<file path="src/design/polygon_edge_crossing_classifier_assert.svh">
// Assertion macros for the polygon edge crossing classifier.
`ifndef POLYGON_EDGE_CROSSING_CLASSIFIER_ASSERT_SVH
`define POLYGON_EDGE_CROSSING_CLASSIFIER_ASSERT_SVH

// Same-cycle implication, disabled while reset is asserted.
`define PECC_ASSERT_IMP(name, clk, rst_n, ante, cons) \
  name: assert property (@(posedge clk) disable iff (!rst_n) (ante) |-> (cons)) \
    else $error("pecc: same-cycle check failed");

// Next-cycle implication, disabled while reset is asserted.
`define PECC_ASSERT_NEXT(name, clk, rst_n, ante, cons) \
  name: assert property (@(posedge clk) disable iff (!rst_n) (ante) |=> (cons)) \
    else $error("pecc: next-cycle check failed");

`endif

</file>
<file path="src/design/pecc_pkg.sv">
// Shared types and constants for the polygon edge crossing classifier.
`default_nettype none

package pecc_pkg;

  localparam int unsigned COORD_BITS_DEF = 32;
  localparam int unsigned FIELD_BITS     = 32;
  localparam int unsigned TOL_BITS       = 16;
  localparam int unsigned CFG_IDX_BITS   = 2;

  localparam logic [CFG_IDX_BITS-1:0] CFG_TEST_X = 2'd0;
  localparam logic [CFG_IDX_BITS-1:0] CFG_TEST_Y = 2'd1;
  localparam logic [CFG_IDX_BITS-1:0] CFG_TOL    = 2'd2;

  typedef enum logic [1:0] {
    CLS_OUT     = 2'd0,
    CLS_IN      = 2'd1,
    CLS_ON      = 2'd2,
    CLS_UNKNOWN = 2'd3
  } pecc_class_e;

  typedef struct packed {
    logic capture;   // take the input word
    logic diff_en;   // form offsets from the test point
    logic test_en;   // endpoint checks, load multiplier
    logic mul_step;  // one bit of the serial products
    logic comb_en;   // signed combine of the two products
    logic cmp_en;    // compare with tolerance bound
    logic emit;      // load result word, clear loop state
  } pecc_cmd_t;

  typedef struct packed {
    logic cross_req;
    logic last_edge;
    logic out_free;
  } pecc_status_t;

endpackage

`default_nettype wire

</file>
<file path="src/design/polygon_edge_crossing_classifier.sv">
// Top level of the polygon edge crossing classifier.
`default_nettype none
`include "polygon_edge_crossing_classifier_assert.svh"

// Classifies a configured test point against one closed loop of straight
// edges, one edge per input word, by crossing parity along the horizontal
// line through the point. Coordinates are signed Q16.16 (COORD_BITS wide
// internally). An endpoint within tolerance of that line marks the loop as
// on the boundary (also near the point in x) or unknown; a clean crossing
// toggles a left or right parity bit, or marks on-boundary when it lands
// within tolerance of the point. The word flagged last_edge produces one
// result word: 0 out, 1 in, 2 on boundary, 3 unknown, and clears the loop
// state; other words produce nothing. The crossing test is exact: the
// interpolated offset is compared by cross-multiplication against
// tolerance*(|h0|+|h1|), with the three products formed by a bit-serial
// shift-add unit, one multiplier bit per cycle. An edge with no crossing
// passes through the diff, test and finish states; an edge whose ends
// straddle the line also passes the multiply, combine and compare states.
// One edge is in flight at a time. A finished result sits in an
// output register so the next edge can be accepted while it waits; only a
// second last_edge word stalls until that result is taken. Configuration
// writes (test_x, test_y, tolerance; other indexes ignored) are expected
// while the block is idle.
module polygon_edge_crossing_classifier import pecc_pkg::*; #(
  parameter int unsigned COORD_BITS = COORD_BITS_DEF
) (
  input  wire logic                    clk_i,
  input  wire logic                    rst_ni,
  input  wire logic                    cfg_we_i,
  input  wire logic [CFG_IDX_BITS-1:0] cfg_idx_i,
  input  wire logic [FIELD_BITS-1:0]   cfg_data_i,
  input  wire logic                    in_valid_i,
  output logic                         in_ready_o,
  input  wire logic [FIELD_BITS-1:0]   start_x_i,
  input  wire logic [FIELD_BITS-1:0]   start_y_i,
  input  wire logic [FIELD_BITS-1:0]   end_x_i,
  input  wire logic [FIELD_BITS-1:0]   end_y_i,
  input  wire logic                    last_edge_i,
  output logic                         out_valid_o,
  input  wire logic                    out_ready_i,
  output logic [1:0]                   classification_o
);

  pecc_cmd_t    cmd;
  pecc_status_t status;

  pecc_ctrl #(
    .COORD_BITS (COORD_BITS)
  ) u_ctrl (
    .clk_i      (clk_i),
    .rst_ni     (rst_ni),
    .in_valid_i (in_valid_i),
    .in_ready_o (in_ready_o),
    .status_i   (status),
    .cmd_o      (cmd)
  );

  pecc_datapath #(
    .COORD_BITS (COORD_BITS)
  ) u_dp (
    .clk_i            (clk_i),
    .rst_ni           (rst_ni),
    .cfg_we_i         (cfg_we_i),
    .cfg_idx_i        (cfg_idx_i),
    .cfg_data_i       (cfg_data_i),
    .start_x_i        (start_x_i),
    .start_y_i        (start_y_i),
    .end_x_i          (end_x_i),
    .end_y_i          (end_y_i),
    .last_edge_i      (last_edge_i),
    .cmd_i            (cmd),
    .status_o         (status),
    .out_ready_i      (out_ready_i),
    .out_valid_o      (out_valid_o),
    .classification_o (classification_o)
  );

  // one edge at a time: no new word the cycle after one is taken
  `PECC_ASSERT_NEXT(a_busy_after_accept, clk_i, rst_ni, in_valid_i && in_ready_o, !in_ready_o)
  // a result is only loaded for the closing edge of a loop, into a free slot
  `PECC_ASSERT_IMP(a_emit_on_last, clk_i, rst_ni, cmd.emit, status.last_edge && status.out_free)
  // result valid only rises after a load
  `PECC_ASSERT_IMP(a_valid_from_emit, clk_i, rst_ni, $rose(out_valid_o), $past(cmd.emit))

endmodule

`default_nettype wire

</file>
<file path="src/design/pecc_ctrl.sv">
// Controller state machine for the polygon edge crossing classifier.
`default_nettype none

module pecc_ctrl import pecc_pkg::*; #(
  parameter int unsigned COORD_BITS = COORD_BITS_DEF
) (
  input  wire logic         clk_i,
  input  wire logic         rst_ni,
  input  wire logic         in_valid_i,
  output logic              in_ready_o,
  input  wire pecc_status_t status_i,
  output pecc_cmd_t         cmd_o
);

  localparam int unsigned CW = $clog2(COORD_BITS);
  localparam logic [CW-1:0] MUL_LAST = CW'(COORD_BITS - 1);

  typedef enum logic [2:0] {
    S_IDLE,
    S_DIFF,
    S_TEST,
    S_MUL,
    S_COMB,
    S_CMP,
    S_FIN
  } state_e;

  state_e        state_q, state_d;
  logic          ready_q, ready_d;
  logic [CW-1:0] cnt_q, cnt_d;
  logic          emit;

  assign emit = (state_q == S_FIN) && status_i.last_edge && status_i.out_free;

  always_comb begin
    state_d = state_q;
    ready_d = ready_q;
    cnt_d   = cnt_q;
    case (state_q)
      S_IDLE: begin
        if (in_valid_i && ready_q) begin
          state_d = S_DIFF;
          ready_d = 1'b0;
        end
      end
      S_DIFF: state_d = S_TEST;
      S_TEST: begin
        cnt_d   = '0;
        state_d = status_i.cross_req ? S_MUL : S_FIN;
      end
      S_MUL: begin
        cnt_d = cnt_q + 1'b1;
        if (cnt_q == MUL_LAST) begin
          state_d = S_COMB;
        end
      end
      S_COMB: state_d = S_CMP;
      S_CMP:  state_d = S_FIN;
      S_FIN: begin
        if (!status_i.last_edge || status_i.out_free) begin
          state_d = S_IDLE;
          ready_d = 1'b1;
        end
      end
      default: begin
        state_d = S_IDLE;
        ready_d = 1'b1;
      end
    endcase
  end

  always_ff @(posedge clk_i or negedge rst_ni) begin
    if (!rst_ni) begin
      state_q <= S_IDLE;
      ready_q <= 1'b1;
      cnt_q   <= '0;
    end else begin
      state_q <= state_d;
      ready_q <= ready_d;
      cnt_q   <= cnt_d;
    end
  end

  assign in_ready_o = ready_q;

  always_comb begin
    cmd_o          = '0;
    cmd_o.capture  = in_valid_i && ready_q;
    cmd_o.diff_en  = (state_q == S_DIFF);
    cmd_o.test_en  = (state_q == S_TEST);
    cmd_o.mul_step = (state_q == S_MUL);
    cmd_o.comb_en  = (state_q == S_COMB);
    cmd_o.cmp_en   = (state_q == S_CMP);
    cmd_o.emit     = emit;
  end

endmodule

`default_nettype wire

</file>
<file path="src/design/pecc_datapath.sv">
// Datapath: config registers, edge offsets, serial products, loop flags, result word.
`default_nettype none

module pecc_datapath import pecc_pkg::*; #(
  parameter int unsigned COORD_BITS = COORD_BITS_DEF
) (
  input  wire logic                    clk_i,
  input  wire logic                    rst_ni,
  input  wire logic                    cfg_we_i,
  input  wire logic [CFG_IDX_BITS-1:0] cfg_idx_i,
  input  wire logic [FIELD_BITS-1:0]   cfg_data_i,
  input  wire logic [FIELD_BITS-1:0]   start_x_i,
  input  wire logic [FIELD_BITS-1:0]   start_y_i,
  input  wire logic [FIELD_BITS-1:0]   end_x_i,
  input  wire logic [FIELD_BITS-1:0]   end_y_i,
  input  wire logic                    last_edge_i,
  input  wire pecc_cmd_t               cmd_i,
  output pecc_status_t                 status_o,
  input  wire logic                    out_ready_i,
  output logic                         out_valid_o,
  output logic [1:0]                   classification_o
);

  localparam int unsigned CB = COORD_BITS;
  localparam int unsigned MB = COORD_BITS;
  localparam int unsigned PW = 2 * MB + 1;
  // magnitude clamp, only active for very wide coordinates
  localparam logic [MB-1:0] SAT_LIM = MB'((65'd1 << 62) - 65'd1);

  function automatic logic [MB:0] coord_diff(input logic [FIELD_BITS-1:0] v,
                                             input logic [FIELD_BITS-1:0] t);
    logic [CB-1:0]    cv;
    logic [CB-1:0]    ct;
    logic signed [CB:0] d;
    logic [CB:0]      a;
    logic [MB-1:0]    m;
    cv = CB'(v);
    ct = CB'(t);
    d  = $signed({cv[CB-1], cv}) - $signed({ct[CB-1], ct});
    a  = d[CB] ? (CB+1)'(-d) : (CB+1)'(d);
    m  = a[MB-1:0];
    if (m > SAT_LIM) begin
      m = SAT_LIM;
    end
    return {d[CB], m};
  endfunction

  // config
  logic [FIELD_BITS-1:0] test_x_q, test_y_q;
  logic [TOL_BITS-1:0]   tol_q;

  always_ff @(posedge clk_i or negedge rst_ni) begin
    if (!rst_ni) begin
      test_x_q <= '0;
      test_y_q <= '0;
      tol_q    <= TOL_BITS'(1);
    end else if (cfg_we_i) begin
      case (cfg_idx_i)
        CFG_TEST_X: test_x_q <= cfg_data_i;
        CFG_TEST_Y: test_y_q <= cfg_data_i;
        CFG_TOL:    tol_q    <= cfg_data_i[TOL_BITS-1:0];
        default: ;
      endcase
    end
  end

  // captured edge
  logic [FIELD_BITS-1:0] sx_q, sy_q, ex_q, ey_q;
  logic                  last_q;

  always_ff @(posedge clk_i) begin
    if (cmd_i.capture) begin
      sx_q   <= start_x_i;
      sy_q   <= start_y_i;
      ex_q   <= end_x_i;
      ey_q   <= end_y_i;
      last_q <= last_edge_i;
    end
  end

  // offsets from the test point, sign and magnitude
  logic [MB-1:0] dx0_q, h0_q, dx1_q, h1_q;
  logic          dx0_neg_q, h0_neg_q, dx1_neg_q, h1_neg_q;

  always_ff @(posedge clk_i) begin
    if (cmd_i.diff_en) begin
      {dx0_neg_q, dx0_q} <= coord_diff(sx_q, test_x_q);
      {h0_neg_q, h0_q}   <= coord_diff(sy_q, test_y_q);
      {dx1_neg_q, dx1_q} <= coord_diff(ex_q, test_x_q);
      {h1_neg_q, h1_q}   <= coord_diff(ey_q, test_y_q);
    end
  end

  // endpoint checks
  logic [MB-1:0] tol_ext;
  logic          clear0, clear1, near0, near1;
  logic [MB:0]   hsum;

  assign tol_ext = MB'(tol_q);
  assign clear0  = h0_q > tol_ext;
  assign clear1  = h1_q > tol_ext;
  assign near0   = dx0_q < tol_ext;
  assign near1   = dx1_q < tol_ext;
  assign hsum    = {1'b0, h0_q} + {1'b0, h1_q};

  // bit-serial products: dx0*|h1|, dx1*|h0|, tol*(|h0|+|h1|)
  logic [PW-1:0]       mc1_q, mc2_q, mcl_q;
  logic [MB-1:0]       mp1_q, mp2_q;
  logic [TOL_BITS-1:0] mpl_q;
  logic [PW-1:0]       acc1_q, acc2_q, accl_q;
  logic [PW-1:0]       s_q;
  logic                sneg_q;

  always_ff @(posedge clk_i) begin
    if (cmd_i.test_en) begin
      mc1_q  <= PW'(dx0_q);
      mp1_q  <= h1_q;
      mc2_q  <= PW'(dx1_q);
      mp2_q  <= h0_q;
      mcl_q  <= PW'(hsum);
      mpl_q  <= tol_q;
      acc1_q <= '0;
      acc2_q <= '0;
      accl_q <= '0;
    end else if (cmd_i.mul_step) begin
      acc1_q <= acc1_q + (mp1_q[0] ? mc1_q : '0);
      acc2_q <= acc2_q + (mp2_q[0] ? mc2_q : '0);
      accl_q <= accl_q + (mpl_q[0] ? mcl_q : '0);
      mc1_q  <= mc1_q << 1;
      mc2_q  <= mc2_q << 1;
      mcl_q  <= mcl_q << 1;
      mp1_q  <= mp1_q >> 1;
      mp2_q  <= mp2_q >> 1;
      mpl_q  <= mpl_q >> 1;
    end
  end

  // signed sum of the two weighted offsets, kept as sign and magnitude
  always_ff @(posedge clk_i) begin
    if (cmd_i.comb_en) begin
      if (dx0_neg_q == dx1_neg_q) begin
        s_q    <= acc1_q + acc2_q;
        sneg_q <= dx0_neg_q;
      end else if (acc1_q >= acc2_q) begin
        s_q    <= acc1_q - acc2_q;
        sneg_q <= dx0_neg_q;
      end else begin
        s_q    <= acc2_q - acc1_q;
        sneg_q <= dx1_neg_q;
      end
    end
  end

  // loop flags
  logic on_edge_q, on_line_q, left_par_q, right_par_q;

  always_ff @(posedge clk_i or negedge rst_ni) begin
    if (!rst_ni) begin
      on_edge_q   <= 1'b0;
      on_line_q   <= 1'b0;
      left_par_q  <= 1'b0;
      right_par_q <= 1'b0;
    end else if (cmd_i.emit) begin
      on_edge_q   <= 1'b0;
      on_line_q   <= 1'b0;
      left_par_q  <= 1'b0;
      right_par_q <= 1'b0;
    end else if (cmd_i.test_en) begin
      // end point is only looked at when the start is clear
      if (!clear0) begin
        if (near0) on_edge_q <= 1'b1;
        else       on_line_q <= 1'b1;
      end else if (!clear1) begin
        if (near1) on_edge_q <= 1'b1;
        else       on_line_q <= 1'b1;
      end
    end else if (cmd_i.cmp_en) begin
      if (s_q > accl_q) begin
        if (sneg_q) left_par_q  <= !left_par_q;
        else        right_par_q <= !right_par_q;
      end else begin
        on_edge_q <= 1'b1;
      end
    end
  end

  // result word
  pecc_class_e cls_d;
  logic        out_valid_q;
  logic [1:0]  cls_q;

  always_comb begin
    if (on_edge_q)                       cls_d = CLS_ON;
    else if (on_line_q)                  cls_d = CLS_UNKNOWN;
    else if (left_par_q && right_par_q)  cls_d = CLS_IN;
    else if (!left_par_q && !right_par_q) cls_d = CLS_OUT;
    else                                 cls_d = CLS_UNKNOWN;
  end

  always_ff @(posedge clk_i or negedge rst_ni) begin
    if (!rst_ni) begin
      out_valid_q <= 1'b0;
    end else if (cmd_i.emit) begin
      out_valid_q <= 1'b1;
    end else if (out_ready_i) begin
      out_valid_q <= 1'b0;
    end
  end

  always_ff @(posedge clk_i) begin
    if (cmd_i.emit) begin
      cls_q <= cls_d;
    end
  end

  assign out_valid_o      = out_valid_q;
  assign classification_o = cls_q;

  always_comb begin
    status_o           = '0;
    status_o.cross_req = clear0 && clear1 && (h0_neg_q != h1_neg_q);
    status_o.last_edge = last_q;
    status_o.out_free  = !out_valid_q || out_ready_i;
  end

endmodule

`default_nettype wire

</file>
<file path="config.mk">
export PLATFORM = sky130hd
export DESIGN_NAME = polygon_edge_crossing_classifier
export DESIGN_NICKNAME = d
export VERILOG_FILES = /design/src/design/pecc_pkg.sv /design/src/design/polygon_edge_crossing_classifier.sv /design/src/design/pecc_ctrl.sv /design/src/design/pecc_datapath.sv
export VERILOG_INCLUDE_DIRS = /design/src /design/src/design
export SDC_FILE = /design/constraint.sdc
export NUM_CORES = 2
export LEC_CHECK = 0
export ABC_CLOCK_PERIOD_IN_PS = 12050
export CAP_MARGIN = 20
export CORE_ASPECT_RATIO = 0.5
export CORE_MARGIN = 3
export CORE_UTILIZATION = 40
export CTS_BUF_LIST = sky130_fd_sc_hd__clkbuf_8 sky130_fd_sc_hd__clkbuf_16
export DETAILED_ROUTE_END_ITERATION = 16
export DONT_BUFFER_PORTS = 1
export PLACE_DENSITY_LB_ADDON = 0.05
export SLEW_MARGIN = 30
export SYNTH_ARGS = -nofsm -noshare
export SYNTH_HDL_FRONTEND = slang
export SYNTH_SLANG_ARGS = --single-unit
export TNS_END_PERCENT = 30
</file>
<file path="constraint.sdc">
create_clock -name clk_i -period 12.05 [get_ports clk_i]
set_clock_uncertainty 0.15 [all_clocks]
set_input_delay 1.205 -clock clk_i [delete_from_list [all_inputs] [get_ports clk_i]]
set_output_delay 1.205 -clock clk_i [all_outputs]
set_load 0.03 [all_outputs]
</file>
; ---- Word level (Yosys, flattened, before mapping)
; Cells that the tools add are included.
[totals]
output_inout_bits = 4
elab_cells = 184
reg_bits = 893
in_bits = 168
[op_classes]
add_sub_neg = 16
magnitude_cmp = 10
n_mux = 61
n_eq_ne = 23
n_reduce_logical = 33
bitwise = 1
[op_table]
columns = cell, count
row1 = $mux W32, 12
row2 = $mux W65, 5
row3 = $add A65 B65 Y65, 4
row4 = $sub A32 B32 Y33, 4
row5 = $sub A65 B65 Y65, 2
row6 = $gt A32 B32 Y1 const B, 4
row7 = $neg A32 Y32, 4
row8 = $mux W33, 2
row9 = $ge A65 B65 Y1, 1
row10 = $gt A65 B65 Y1, 1
row11 = $gt A32 B16 Y1, 2
row12 = $lt A32 B16 Y1, 2
row13 = $add A32 B32 Y33, 1
row14 = $mux W16, 2
row15 = $mux W1, 31
row16 = $pmux W3 S7, 1
row17 = $mux W3, 4
row18 = $reduce_and A4 Y1, 3
row19 = $reduce_bool A2 Y1, 6
row20 = $pmux W5 S2, 1
row21 = $eq A3 B3 Y1 const B, 3
row22 = $ne A3 B3 Y1 const B, 3
row23 = $ne A4 B4 Y1 const B, 2
row24 = $logic_and A1 B1 Y1, 7
row25 = 25 further kinds, 37

; ---- Longest topological paths before layout
[logic_depth]
depth_word = 6
depth_mapped = 17
mapped_depth_nobuf = 16

; ---- By module
; From an unflattened synthesis, not the netlist that was laid out.
[hier_totals]
hier_cells = 7601
hier_area_um2 = 68459.4
[by_module_without_submodules]
columns = module, seq_area_each_um2, cells_per_inst, n_inst, area_per_inst_um2
row1 = pecc_datapath, 23188.5, 7534, 1, 67828.8
row2 = pecc_ctrl, 226.5, 67, 1, 630.6

; ---- Least setup slack after synthesis
; OpenSTA, ideal clock, no wires.
[synth_path]
path_type = register to register
start = register u_ctrl.state_q[0]
end = register u_dp.dx0_neg_q, enable pin
slack_ps = 1436
path_buffers = 1
t_arrival_ps = 9679
period_less_slack_ps = 10614
stages_incl_launch_ff = 4
required_time_ps = 11115
setup_time_ps = 785
path_cell_list = dfrtp_1 -> inv_1 -> clkbuf_1 -> nor3_1
[synth_via]
elab_chain_cells = 1
[synth_lines]
columns = element, line_no
row1 = start: declaration, pecc_ctrl.sv:28  ; state_e state_q, state_d;
row2 = start signal: assignment, pecc_ctrl.sv:78  ; state_q <= state_d;
row3 = $eq A3 B1 Y1, pecc_ctrl.sv:89  ; cmd_o.diff_en = (state_q == S_DIFF);
row4 = end signal: assignment, pecc_datapath.sv:87  ; {dx0_neg_q, dx0_q} <= coord_diff(sx_q, test_x_q);
row5 = end: declaration, pecc_datapath.sv:83  ; logic dx0_neg_q, h0_neg_q, dx1_neg_q, h1_neg_q;
; Every way passes these cells.
; A chain may end at the register's enable or synchronous reset.

; ---- Worst setup path after layout
[layout_path]
start = register u_dp.acc2_q[11]
end = register u_dp.s_q[47], data pin
[layout_via]
elab_chain_cells = 3
word_cells_on_any_way = 6
classes_between = add/sub (3) / order compare (1) / mux (2)
[layout_lines]
columns = element, line_no
row1 = start: declaration, pecc_datapath.sv:110  ; logic [PW-1:0] acc1_q, acc2_q, accl_q;
row2 = start signal: assignment, pecc_datapath.sv:127  ; acc2_q <= acc2_q + (mp2_q[0] ? mc2_q : '0);
row3 = "$sub A65 B65 Y65, or another cell as far along", pecc_datapath.sv:148  ; s_q <= acc2_q - acc1_q;
row4 = $mux W65, pecc_datapath.sv:144  ; end else if (acc1_q >= acc2_q) begin
row5 = $mux W65 *, pecc_datapath.sv:141  ; if (dx0_neg_q == dx1_neg_q) begin
row6 = end signal: assignment, pecc_datapath.sv:142  ; s_q <= acc1_q + acc2_q;
row7 = end signal: assignment, pecc_datapath.sv:145  ; s_q <= acc1_q - acc2_q;
row8 = end signal: assignment, pecc_datapath.sv:148
row9 = end: declaration, pecc_datapath.sv:111  ; logic [PW-1:0] s_q;
; Every way passes the cells marked *; elsewhere a longest branch is shown, timed or not.

==> run metrics <==
vias in the first global route=55.9k; TritonCTS buffer count=94; clk_lat worst skew=0.75 ns; share of cells above drive strength 1=0.0441; minimum clock period=~6 ns; core area=169000 sq um; port bufs=0; kind of critical path=flop to flop; initial core utilization=0.407; post-synth net total=8948; Reg clk slew, reported paths=0.07 ns; Netlist cell types=105; CTS sink cnt=893; via/cell ratio=around 5.8; hold_ws=0.142 ns; fin nets=8740; largest net degree at the start of global routing=140; synthesized area=68700 sq um; Post-Route Setup TNS=0 ns; Yosys warning total=0; first-pass GRT wire length=approximately 350000 um; chip height=299 um; Post-CTS Resized=0; DP Area=70700 sq um; flops & latches, synth=893; Routed WL=between 200000 and 250000 um; remaining antenna violation count=0; Post-synth EDFFs=506; Root Buffer=clkbuf_16; VDD IR max=0.303 mV; Req. time, crit path=12.35 ns; Max-Cap Viols=0; HP Class=input port to asynchronous set/reset pin; final std cells w/o fill=10.2k; total congestion overflow=0; num rows=106; Static Leak=roughly 32 nW; Post-route DRC=0; Final Cycle Share=0.501; fin. max-slew vios=0; placed insts=10.0k; ys async rst share=0.105; All-Layer GR Usage=0.257; Reg2Reg Setup Slack=6.01 ns; CP arrival=6.35 ns; main flop type after synthesis=edfxtp_1; Power Total=between 0.02 and 0.025 W; met3 wire length=~15000 um; area grow syn2layout=7.77%; HPWL after detailed placement=183000 um; status=finished clean; Die W=592 um; Initial DRC Count=5232; post-synthesis cell count=8087; worst r2r path cells=14; Placer Congestion=0.953; die area=177000 sq um; vias after detailed routing=59.3k; drt first pass iters=6; sequential area share after synthesis=0.341; Syn Area/Cell=8.49 sq um; fmax=0.166 GHz; Bufs on Longest Clock Path=3; met2 WL=97500 um; M1 WL=about 120000 um; Top Layer Used=met5; Worst Setup End Kind=flop; setup violators final=0; r2r startpoint=u_dp.acc2_q[11]$_SDFFE_PP0P_; worst-margin pin slew=about 1.0 ns; Worst Setup Start Kind=flop; RR Endpoint=u_dp.s_q[47]$_DFFE_PP_; CTS tree=yes; fin area=74000 sq um; Pwr Density=274 nW/um^2; Final Hold Fails=0; RSZ-0062 raised after global routing=no; H-tree depth=3; Max-slew headroom=0.300; antenna violations before repair=15; crit-path max FO=25; routed length per instance=22.9 um; I/O pin count=172
## area by class of cell
class                           count  area, sq um
Inverter                          474         1780
Antenna cell                        5         12.5
Timing Repair Buffer               49          424
Clock inverter                     74          747
Multi-Input combinational cell   6367        42300
Clock buffer                      103         2510
Fill cell                       17000        94800
Tap cell                         2268         2840
Sequential cell                   893        23400
## cells in the final DEF (no fill, tap or decap), drive strengths merged, types with 49 or more instances in the layout
master | Yosys | final
o31ai | 59 | 59
a21o | 315 | 315
ha | 682 | 682
nand4 | 138 | 138
a31oi | 80 | 80
edfxtp | 506 | 506
dfrtp | 92 | 92
o21bai | 114 | 114
buf | 44 | 49
nand2 | 1064 | 1064
xnor2 | 308 | 308
mux2 | 58 | 58
and2 | 230 | 230
xor2 | 165 | 165
nor2b | 78 | 78
clkbuf | 309 | 103
o21ai | 468 | 468
and3 | 66 | 66
nor3 | 135 | 135
o211ai | 78 | 78
o22ai | 174 | 174
a211oi | 80 | 80
nor2 | 465 | 465
nand2b | 67 | 67
nand3 | 243 | 243
nor4 | 58 | 58
a21oi | 678 | 678
inv | 471 | 503
o21a | 60 | 60
dfxtp | 293 | 293
## cell usage after synthesis (63+ instances only)
cell type,n,area share
o21ai_0,456,0.033
nand4_1,138,0.013
nand3_1,243,0.018
nand2b_1,67,0.0061
o211ai_1,78,0.0085
edfxtp_1,506,0.22
xor2_1,165,0.021
a31oi_1,79,0.0072
ha_1,682,0.12
clkbuf_1,307,0.017
o22ai_1,174,0.016
nor2b_1,78,0.0071
nor3_1,135,0.0098
nand2_1,1064,0.058
a211oi_1,80,0.0087
a21o_1,315,0.034
o21bai_1,114,0.012
dfxtp_1,293,0.085
inv_1,470,0.026
a21oi_1,677,0.049
and2_1,228,0.021
and3_1,63,0.0057
dfrtp_1,92,0.034
xnor2_1,308,0.039
nor2_1,465,0.025
## stage by stage
step,setup slack [ns],utilization
global route,5.60,0.438
floorplan,1.44,-
finish,6.01,0.438
detailed placement,6.21,0.419
global placement,6.25,0.418
CTS,6.17,0.438
## worst max-delay path, stage by stage, from the launching register on
cell	delay, ns
dfxtp_1	0.41
inv_1	0.10
ha_1	0.59
nand2_1	0.15
nor3_1	0.58
nand3_1	0.16
a211oi_1	0.65
o211ai_1	0.20
a31oi_1	0.63
or2_2	0.64
buf_4	0.47
mux2i_1	0.19
a221oi_1	0.48
mux2i_1	0.17
xnor2_1	0.16
## layer usage
metal | global-route usage | up-vias
li1 | - | 29000
met2 | 0.379 | 1677
met5 | 0 | -
met1 | 0.390 | 28300
met3 | 0.0433 | 279
met4 | 0.0542 | 4
## sequential cells by signal, summed over array words and instances (netlist names), 65 cells and up
signal / cells
u_dp.acc1_q: 65
u_dp.acc2_q: 65
u_dp.accl_q: 65
u_dp.mc1_q: 65
u_dp.mc2_q: 65
u_dp.mcl_q: 65
u_dp.s_q: 65
## cells by family after synthesis
group | share of synthesized area
DFF | 0.341
adders and majority gates | 0.127
buffers and inverters | 0.0458
muxes | 0.0145
and+or+nand+nor | 0.186
xor gates and xnor gates | 0.0603
AOI/OAI and AO/OA | 0.225
## power breakdown
group / internal (W) / switching [W]
clock: 0.00172 / 0.00142
combinational: 0.00406 / 0.00763
sequential: 0.00470 / 0.000746
## what timing repair did
item,4_1_cts,5_1_grt
buffers inserted,0,0
hold endpoints to repair,92,0
hold buffers,1,0
## worst max path at each step
stage                                  start                      endpoint  cells past startpoint
5_1_grt         u_dp.acc2_q[11]$_SDFFE_PP0P_        u_dp.s_q[47]$_DFFE_PP_                     14
2_1_floorplan  u_ctrl.state_q[0]$_DFFE_PN0P_      u_dp.dx0_neg_q$_DFFE_PP_                      3
3_3_place_gp         u_dp.mp2_q[0]$_DFFE_PP_  u_dp.acc2_q[64]$_SDFFE_PP0P_                     15
3_5_place_dp    u_dp.acc2_q[16]$_SDFFE_PP0P_        u_dp.s_q[47]$_DFFE_PP_                     14
6_report        u_dp.acc2_q[11]$_SDFFE_PP0P_        u_dp.s_q[47]$_DFFE_PP_                     14
4_1_cts         u_dp.acc2_q[11]$_SDFFE_PP0P_        u_dp.s_q[47]$_DFFE_PP_                     14
No activity file was read; power rests on OpenSTA's default activity.
